===== src/rtl/cam_pkg.sv =====
// ----------------------------------------------------------------------------
// cam_pkg
// Shared types, widths, register indexes and the zone update function of the
// climate alarm monitor.
// ----------------------------------------------------------------------------
package cam_pkg;

    // Field widths
    localparam int TEMP_W  = 12;
    localparam int HUM_W   = 10;
    localparam int HEAT_W  = 13;
    localparam int CFG_W   = 13;
    localparam int CFG_IDX_W = 3;

    // Common compare width: holds every temperature, humidity and heat value
    localparam int CMP_W   = 13;

    // Reset value of the peak temperature
    localparam logic signed [TEMP_W-1:0] PEAK_RESET = -12'sd1000;

    // Configuration register indexes
    typedef enum logic [CFG_IDX_W-1:0] {
        REG_TEMP_LOW  = 3'd0,
        REG_TEMP_WARN = 3'd1,
        REG_TEMP_HIGH = 3'd2,
        REG_HEAT      = 3'd3,
        REG_HUM_LOW   = 3'd4,
        REG_HUM_WARN  = 3'd5,
        REG_HUM_HIGH  = 3'd6,
        REG_ENABLES   = 3'd7
    } cfg_reg_t;

    // Alarm enable bits
    localparam int EN_TEMP = 0;
    localparam int EN_HUM  = 1;

    // Zone coding
    typedef enum logic [1:0] {
        ZONE_NORMAL = 2'd0,
        ZONE_LOW    = 2'd1,
        ZONE_WARN   = 2'd2,
        ZONE_HIGH   = 2'd3
    } zone_t;

    // Held zone update: later matching checks win, ties hold the zone
    function automatic zone_t next_zone(
        input zone_t                   cur,
        input logic signed [CMP_W-1:0] v,
        input logic signed [CMP_W-1:0] lo,
        input logic signed [CMP_W-1:0] wa,
        input logic signed [CMP_W-1:0] hi
    );
        zone_t z;
        z = cur;
        if (lo != '0 && v < lo)
            z = ZONE_LOW;
        if (v > lo && v < wa)
            z = ZONE_NORMAL;
        if (wa != '0 && v > wa && v < hi)
            z = ZONE_WARN;
        if (hi != '0 && v > hi)
            z = ZONE_HIGH;
        return z;
    endfunction

endpackage


===== src/rtl/cam_if.sv =====
// ----------------------------------------------------------------------------
// cam_if
// Valid/ready channels of the climate alarm monitor: sensor readings in,
// alarm status out.
// ----------------------------------------------------------------------------
interface cam_reading_if;
    logic                                 valid;
    logic                                 ready;
    logic                                 reading_valid;
    logic signed [cam_pkg::TEMP_W-1:0]    temp_in;
    logic        [cam_pkg::HUM_W-1:0]     hum_in;
    logic signed [cam_pkg::HEAT_W-1:0]    heat_in;

    modport source (output valid, reading_valid, temp_in, hum_in, heat_in,
                    input ready);
    modport sink   (input valid, reading_valid, temp_in, hum_in, heat_in,
                    output ready);
endinterface

interface cam_status_if;
    logic                                 valid;
    logic                                 ready;
    logic                                 read_ok;
    logic                                 sensor_error;
    logic                                 changed;
    logic        [1:0]                    temp_zone;
    logic        [1:0]                    hum_zone;
    logic                                 heat_alarm;
    logic signed [cam_pkg::TEMP_W-1:0]    peak_temp;

    modport source (output valid, read_ok, sensor_error, changed, temp_zone,
                    hum_zone, heat_alarm, peak_temp, input ready);
    modport sink   (input valid, read_ok, sensor_error, changed, temp_zone,
                    hum_zone, heat_alarm, peak_temp, output ready);
endinterface


===== src/rtl/climate_alarm_monitor.sv =====
// ----------------------------------------------------------------------------
// climate_alarm_monitor
// Tracks sensor read attempts: error and display refresh flags, peak
// temperature, held temperature and humidity zones and the heat index alarm.
// ----------------------------------------------------------------------------
//  channel   | dir | handshake    | beat contents
//  ----------+-----+--------------+------------------------------------------
//  reading   | in  | valid/ready  | reading_valid, temp_in, hum_in, heat_in
//  status    | out | valid/ready  | read_ok, sensor_error, changed, zones,
//            |     |              | heat_alarm, peak_temp
//  cfg       | in  | cfg_wr_en    | cfg_index, cfg_data
//
//  One reading per cycle; the status beat appears in the cycle after acceptance.
//  The rate is set by the single status register, which reloads in the same
//  cycle it is drained. rst_n clears all flags, zones, stored values, limits
//  and enables; peak temperature resets to -100.0. While status is stalled
//  the block accepts no reading and the status beat holds.
// ----------------------------------------------------------------------------
module climate_alarm_monitor (
    input  logic                              clk,
    input  logic                              rst_n,
    cam_reading_if.sink                       reading,
    cam_status_if.source                      status,
    input  logic                              cfg_wr_en,
    input  logic [cam_pkg::CFG_IDX_W-1:0]     cfg_index,
    input  logic [cam_pkg::CFG_W-1:0]         cfg_data
);
    import cam_pkg::*;

    // Configuration registers
    logic signed [TEMP_W-1:0] temp_low_reg, temp_warn_reg, temp_high_reg;
    logic signed [HEAT_W-1:0] heat_limit_reg;
    logic        [HUM_W-1:0]  hum_low_reg, hum_warn_reg, hum_high_reg;
    logic        [1:0]        enables_reg;

    // Monitor state
    logic signed [TEMP_W-1:0] prev_temp_reg, prev_temp_next;
    logic        [HUM_W-1:0]  prev_hum_reg, prev_hum_next;
    logic signed [HEAT_W-1:0] prev_heat_reg, prev_heat_next;
    logic signed [TEMP_W-1:0] max_temp_reg, max_temp_next;
    logic                     error_reg, error_next;
    logic                     change_reg, change_next;
    zone_t                    temp_state_reg, temp_state_next;
    zone_t                    hum_state_reg, hum_state_next;
    logic                     heat_flag_reg, heat_flag_next;

    // Status output register
    logic                     out_valid_reg;
    logic                     read_ok_reg;

    logic                     accept;
    logic signed [CMP_W-1:0]  temp_x, hum_x;

    // Take a reading whenever the status slot is free or being drained
    assign reading.ready = !out_valid_reg || status.ready;
    assign accept        = reading.valid && reading.ready;

    assign temp_x = CMP_W'(reading.temp_in);
    assign hum_x  = signed'({{(CMP_W-HUM_W){1'b0}}, reading.hum_in});

    // Write configuration registers
    always_ff @(posedge clk or negedge rst_n)
    begin
        if (!rst_n)
        begin
            temp_low_reg   <= '0;
            temp_warn_reg  <= '0;
            temp_high_reg  <= '0;
            heat_limit_reg <= '0;
            hum_low_reg    <= '0;
            hum_warn_reg   <= '0;
            hum_high_reg   <= '0;
            enables_reg    <= '0;
        end
        else if (cfg_wr_en)
        begin
            unique case (cfg_reg_t'(cfg_index))
                REG_TEMP_LOW:  temp_low_reg   <= cfg_data[TEMP_W-1:0];
                REG_TEMP_WARN: temp_warn_reg  <= cfg_data[TEMP_W-1:0];
                REG_TEMP_HIGH: temp_high_reg  <= cfg_data[TEMP_W-1:0];
                REG_HEAT:      heat_limit_reg <= cfg_data[HEAT_W-1:0];
                REG_HUM_LOW:   hum_low_reg    <= cfg_data[HUM_W-1:0];
                REG_HUM_WARN:  hum_warn_reg   <= cfg_data[HUM_W-1:0];
                REG_HUM_HIGH:  hum_high_reg   <= cfg_data[HUM_W-1:0];
                REG_ENABLES:   enables_reg    <= cfg_data[1:0];
                default:       enables_reg    <= enables_reg;
            endcase
        end
    end

    // Compute the state after this reading
    always_comb
    begin
        prev_temp_next  = prev_temp_reg;
        prev_hum_next   = prev_hum_reg;
        prev_heat_next  = prev_heat_reg;
        max_temp_next   = max_temp_reg;
        error_next      = error_reg;
        change_next     = change_reg;
        temp_state_next = temp_state_reg;
        hum_state_next  = hum_state_reg;
        heat_flag_next  = heat_flag_reg;

        if (!reading.reading_valid)
        begin
            // First failure flags a refresh, a repeated one drops it
            if (!error_reg)
            begin
                change_next = 1'b1;
                error_next  = 1'b1;
            end
            else
            begin
                change_next = 1'b0;
            end
        end
        else
        begin
            error_next = 1'b0;
            if (reading.temp_in > max_temp_reg)
                max_temp_next = reading.temp_in;
            change_next = (reading.hum_in != prev_hum_reg)
                       || (reading.temp_in != prev_temp_reg)
                       || (reading.heat_in != prev_heat_reg);
            prev_temp_next = reading.temp_in;
            prev_hum_next  = reading.hum_in;
            prev_heat_next = reading.heat_in;

            if (enables_reg[EN_TEMP])
            begin
                temp_state_next = next_zone(temp_state_reg, temp_x,
                                            CMP_W'(temp_low_reg),
                                            CMP_W'(temp_warn_reg),
                                            CMP_W'(temp_high_reg));
                heat_flag_next  = reading.heat_in > heat_limit_reg;
            end
            else
            begin
                temp_state_next = ZONE_NORMAL;
            end

            if (enables_reg[EN_HUM])
            begin
                hum_state_next = next_zone(hum_state_reg, hum_x,
                    signed'({{(CMP_W-HUM_W){1'b0}}, hum_low_reg}),
                    signed'({{(CMP_W-HUM_W){1'b0}}, hum_warn_reg}),
                    signed'({{(CMP_W-HUM_W){1'b0}}, hum_high_reg}));
            end
            else
            begin
                hum_state_next = ZONE_NORMAL;
            end
        end
    end

    // Advance state on each accepted beat
    always_ff @(posedge clk or negedge rst_n)
    begin
        if (!rst_n)
        begin
            prev_temp_reg  <= '0;
            prev_hum_reg   <= '0;
            prev_heat_reg  <= '0;
            max_temp_reg   <= PEAK_RESET;
            error_reg      <= 1'b0;
            change_reg     <= 1'b0;
            temp_state_reg <= ZONE_NORMAL;
            hum_state_reg  <= ZONE_NORMAL;
            heat_flag_reg  <= 1'b0;
        end
        else if (accept)
        begin
            prev_temp_reg  <= prev_temp_next;
            prev_hum_reg   <= prev_hum_next;
            prev_heat_reg  <= prev_heat_next;
            max_temp_reg   <= max_temp_next;
            error_reg      <= error_next;
            change_reg     <= change_next;
            temp_state_reg <= temp_state_next;
            hum_state_reg  <= hum_state_next;
            heat_flag_reg  <= heat_flag_next;
        end
    end

    // Hold the status beat until taken, reload on accept
    always_ff @(posedge clk or negedge rst_n)
    begin
        if (!rst_n)
        begin
            out_valid_reg <= 1'b0;
            read_ok_reg   <= 1'b0;
        end
        else if (reading.ready)
        begin
            out_valid_reg <= reading.valid;
            if (reading.valid)
                read_ok_reg <= reading.reading_valid;
        end
    end

    // The status fields mirror the state registers after the last beat
    assign status.valid        = out_valid_reg;
    assign status.read_ok      = read_ok_reg;
    assign status.sensor_error = error_reg;
    assign status.changed      = change_reg;
    assign status.temp_zone    = temp_state_reg;
    assign status.hum_zone     = hum_state_reg;
    assign status.heat_alarm   = heat_flag_reg;
    assign status.peak_temp    = max_temp_reg;

endmodule


===== src/flat_wrapper.sv =====
// flat-port wrapper written by rule: the top's interface ports become plain ports
module climate_alarm_monitor_flat import cam_pkg::*;
  (clk, rst_n, cfg_wr_en, cfg_index, cfg_data, reading_valid, reading_reading_valid, reading_temp_in, reading_hum_in, reading_heat_in, reading_ready, status_valid, status_read_ok, status_sensor_error, status_changed, status_temp_zone, status_hum_zone, status_heat_alarm, status_peak_temp, status_ready);
  cam_reading_if reading_i ();
  cam_status_if status_i ();
  input  logic clk;
  input  logic rst_n;
  input  logic cfg_wr_en;
  input  logic [cam_pkg::CFG_IDX_W-1:0] cfg_index;
  input  logic [cam_pkg::CFG_W-1:0] cfg_data;
  input wire logic [$bits(reading_i.valid)-1:0] reading_valid;
  input wire logic [$bits(reading_i.reading_valid)-1:0] reading_reading_valid;
  input wire logic [$bits(reading_i.temp_in)-1:0] reading_temp_in;
  input wire logic [$bits(reading_i.hum_in)-1:0] reading_hum_in;
  input wire logic [$bits(reading_i.heat_in)-1:0] reading_heat_in;
  output wire logic [$bits(reading_i.ready)-1:0] reading_ready;
  output wire logic [$bits(status_i.valid)-1:0] status_valid;
  output wire logic [$bits(status_i.read_ok)-1:0] status_read_ok;
  output wire logic [$bits(status_i.sensor_error)-1:0] status_sensor_error;
  output wire logic [$bits(status_i.changed)-1:0] status_changed;
  output wire logic [$bits(status_i.temp_zone)-1:0] status_temp_zone;
  output wire logic [$bits(status_i.hum_zone)-1:0] status_hum_zone;
  output wire logic [$bits(status_i.heat_alarm)-1:0] status_heat_alarm;
  output wire logic [$bits(status_i.peak_temp)-1:0] status_peak_temp;
  input wire logic [$bits(status_i.ready)-1:0] status_ready;
  assign reading_i.valid = reading_valid;
  assign reading_i.reading_valid = reading_reading_valid;
  assign reading_i.temp_in = reading_temp_in;
  assign reading_i.hum_in = reading_hum_in;
  assign reading_i.heat_in = reading_heat_in;
  assign reading_ready = reading_i.ready;
  assign status_valid = status_i.valid;
  assign status_read_ok = status_i.read_ok;
  assign status_sensor_error = status_i.sensor_error;
  assign status_changed = status_i.changed;
  assign status_temp_zone = status_i.temp_zone;
  assign status_hum_zone = status_i.hum_zone;
  assign status_heat_alarm = status_i.heat_alarm;
  assign status_peak_temp = status_i.peak_temp;
  assign status_i.ready = status_ready;
  climate_alarm_monitor u_core (.clk(clk), .rst_n(rst_n), .reading(reading_i), .status(status_i), .cfg_wr_en(cfg_wr_en), .cfg_index(cfg_index), .cfg_data(cfg_data));
endmodule

===== config.mk =====
export PLATFORM = sky130hd
export DESIGN_NAME = climate_alarm_monitor_flat
export DESIGN_NICKNAME = d
export VERILOG_FILES = /design/src/rtl/cam_pkg.sv /design/src/rtl/cam_if.sv /design/src/rtl/climate_alarm_monitor.sv /design/src/flat_wrapper.sv
export SDC_FILE = /design/constraint.sdc
export NUM_CORES = 1
export LEC_CHECK = 0
export ABC_AREA = 0
export BUFFER_PORTS_ARGS = -buffer_cell sky130_fd_sc_hd__buf_2
export CORE_AREA = 4 4 147 149
export CTS_CLUSTER_DIAMETER = 100
export DETAILED_ROUTE_END_ITERATION = 8
export DIE_AREA = 0 0 151 153
export PLACE_DENSITY_LB_ADDON = 0.08
export SLEW_MARGIN = 20
export SYNTH_ARGS = -nofsm -noshare
export SYNTH_HDL_FRONTEND = slang
export SYNTH_SLANG_ARGS = --single-unit

===== constraint.sdc =====
create_clock -name clk -period 2.31 [get_ports clk]
set_input_delay 0.462 -clock clk [delete_from_list [all_inputs] [get_ports clk]]
set_output_delay 0.462 -clock clk [all_outputs]
set_load 0.01 [all_outputs]

==> impl_results.md <==
- Static Leak: approximately 4.8 nW
- Die height: roughly 150 um
- Hpwl dp: 17300 um
- # diodes: 0
- Syn_area_per_cell: 9.56 um2
- Hold Worst Slack: 0.280 ns
- Synth Cell Area: approximately 0.008 mm2
- Pre-CTS WS: -0.143 ns
- Vias/cell: around 5
- Clock share of power: between 20% and 30%
- M2 GR Usage: 33.2%
- Worst setup EP type: register
- Layout cells sized above 1: between 20 and 30%
- Clk_lat worst skew: ~0.43 ns
- GR Util met1: 29.7%
- Number of setup violations in the final report: 0
- Worst Reg-to-Reg Cells: 9
- Antenna violations before repair: 1
- Tightest Pin Transition: between 0.5 and 0.6 ns
- Syn Inst Count: 837
- Post-route ant nets: 0
- Synth Warn #: 0
- Crit path max fanout: 3
- Hold crit path type: input pin to register
- Setup WS post-layout: 0.0716 ns
- Final hold vios: 0
- Internal Pwr Total: ~6 mW
- DR DRC count: 0
- DR WL/cell: 18.2 um
- GRT Total Usage: 20.8%
- Router iterations before antenna repair: 4
- Critical Path AT: between 2 and 3 ns
- Critical path data required time: 2.62 ns
- Top FF cell, synth: dfrtp_1
- Total grt overflow: 0
- CTS clk-pin slew, worst paths: about 0.06 ns
- Power Total: approximately 8.7 mW
- Dpl cells: approximately 1200
- Post-synth ARST share: 100%
- RD Place Congestion: 0.857
- DRT Wirelength: 23100 um
- Pin count of the biggest net entering global routing: between 40 and 50
- Max-cap violations: 0
- Max_slew headroom: a little over three fifths
- Hold Path Depth: 2
- Status: finished, final reports clean
- Clock buffer depth: 2
- Global-route wire length before repair: between 30000 and 40000 um
- Starting DRT DRC Count: between 200 and 300
- Setup tns final: 0 ns
- CTS tree: built
- I/O pins: 79
- Cell Area, Placed: between 0.009 and 0.01 mm2
- Post-route clock skew: 0.00938 ns
- Die extent in x: approximately 150 um
- Sequential area share after synthesis: 42.9%
- Nets: ~1100
- Crit Path Class: register to register
- Row count: 52
- Met3 usage: under 10%
- F_max: approximately 450 MHz
- Minimum clock period: 2.24 ns
- Number of synthesized register bits: ~140
- Fin util: approximately 49%
- Via count: 6342
- EDFF count, synth: 0
- Gr busiest metal: met2
- Vias in the first global route: about 6400
- TritonCTS Buffers: 17
- Core area: approximately 0.020 mm2
- VDD IR max: ~0.54 mV
- Syn nets: 985
- Clk sinks: between 100 and 150
- CTS H-tree depth: 4
- Final non-filler cell total: 1265
- Initial core utilization: 39.7%
- Die ar.: ~0.023 mm2
- Post-synth cell types: between 40 and 50
- CTS root buf: clkbuf_16
- Fill count: around 2000
- Power density over the cells: 876 mW/mm2
- Max-slew violations: 0
- Final instance area: between 0.009 and 0.01 mm2
- IO Port Bufs: between 70 and 80
- Crit path launch type: register
- Combinational share of power: between 30% and 40%
- P_sw: between 2 and 3 mW
- Reg power frac: between 30 and 40%
- Net Sw Frac: between 30 and 40%
- Final period utilization: between 90% and 100%
- Syn-to-layout area delta: 24.2%
## critical path, cell delays in order, from the launching register on
cell and delay [ns]:
dfrtp_1 0.40, inv_2 0.10, ha_4 0.20, a21o_1 0.16
a21oi_2 0.12, nor3b_1 0.05, or4b_4 0.57, nand4b_1 0.16
a21oi_1 0.08, a211o_1 0.27
## power by group through the flow
stage | clock network (mW) | logic, mW | registers (mW)
3_3_place_gp | 0 | 2.66 | 3.41
5_1_grt | 2.78 | 3.11 | 3.45
4_1_cts | 2.67 | 2.68 | 3.37
6_report | 2.60 | 2.73 | 3.37
3_5_place_dp | 0 | 2.67 | 3.41
2_1_floorplan | 0 | 1.62 | 3.38
## path summary, 6_finish.rpt
| path | to | slack (ns) | startpoint |
|---|---|---|---|
| max in group asynchronous | u_core.status.peak_temp[4] | 1.13 | rst_n |
| setup reg to reg | u_core.status.hum_zone[1] | 0.07 | u_core.hum_warn_reg[3] |
| min in group asynchronous | u_core.prev_heat_reg[3] | 0.54 | rst_n |
| hold reg to reg | u_core.status.changed | 0.47 | u_core.status.changed |
| setup / recovery | u_core.status.hum_zone[1] | 0.07 | u_core.hum_warn_reg[3] |
| hold / removal | u_core.status.valid | 0.28 | reading_valid |
## kinds of logic after synthesis
| logic type | after synthesis | share of synthesized area, % |
|---|---|---|
| flip-flops | 137 | 42.9 |
| AO/OA/AOI/OAI | 130 | 9.75 |
| multiplexers | 53 | 7.43 |
| XOR/XNOR | 35 | 3.83 |
| buffers and inverters | 110 | 5.19 |
| AND/OR/NAND/NOR | 281 | 16.7 |
| adder cells (fa/ha/maj) | 91 | 14.2 |
## routing by layer
metal / share of wire [%] / routed length (um)
met5: 0 / 0
met4: 1.3 / 299
met3: 3.6 / 826
met2: 47 / 10900
met1: 48 / 11000
## cell type report
class	instances	area, um2	area share, %
clock inverter	10	96.3	0.969
sequential	137	3430	34.5
multi-input combinational	590	4280	43.1
clock buffer	22	464	4.67
timing repair buffer	146	985	9.91
tap	270	338	3.40
inverter	90	338	3.40
## cells in the mapped netlist, types with 3 or more instances
cell	count	share of area, %
o211ai_1	5	0.47
nand2b_1	3	0.23
a21o_1	7	0.66
xnor2_1	32	3.5
a31oi_1	7	0.55
nor3_1	9	0.56
nand3b_1	3	0.28
o21ai_0	62	3.9
nor2b_1	11	0.86
dfstp_2	4	1.3
nor2_1	16	0.75
dfrtp_1	133	42
and3_1	3	0.23
nand4b_1	4	0.44
ha_1	91	14
a21oi_1	20	1.3
mux2_2	51	7.2
inv_1	90	4.2
nor3b_1	3	0.28
nand2_1	157	7.4
a211oi_1	8	0.75
o21a_1	6	0.56
xor2_1	3	0.33
or2_2	3	0.23
nor4_1	15	1.2
nand4_1	28	2.2
nand3_1	16	1.0
clkbuf_1	18	0.84
o21bai_1	4	0.38
## cell usage in the layout (no fill, tap or decap), drive strengths merged, types with 8 or more instances in the layout
cell / count
nor4: 15
nand4: 28
inv: 91
o21ai: 62
nor2b: 11
clkbuf: 22
nand3: 16
dfrtp: 133
a211oi: 8
ha: 91
xnor2: 32
nor3: 9
nand2: 157
a21oi: 20
buf: 145
nor2: 16
mux2: 51
## what timing repair did
item                                   CTS  global route
hold buffers                             1             0
setup endpoints to repair                0             3
endpoints found under the hold margin    8             0
setup buffers                            0             2
gates resized for setup                  0            18
No activity file was read; power rests on OpenSTA's default activity.
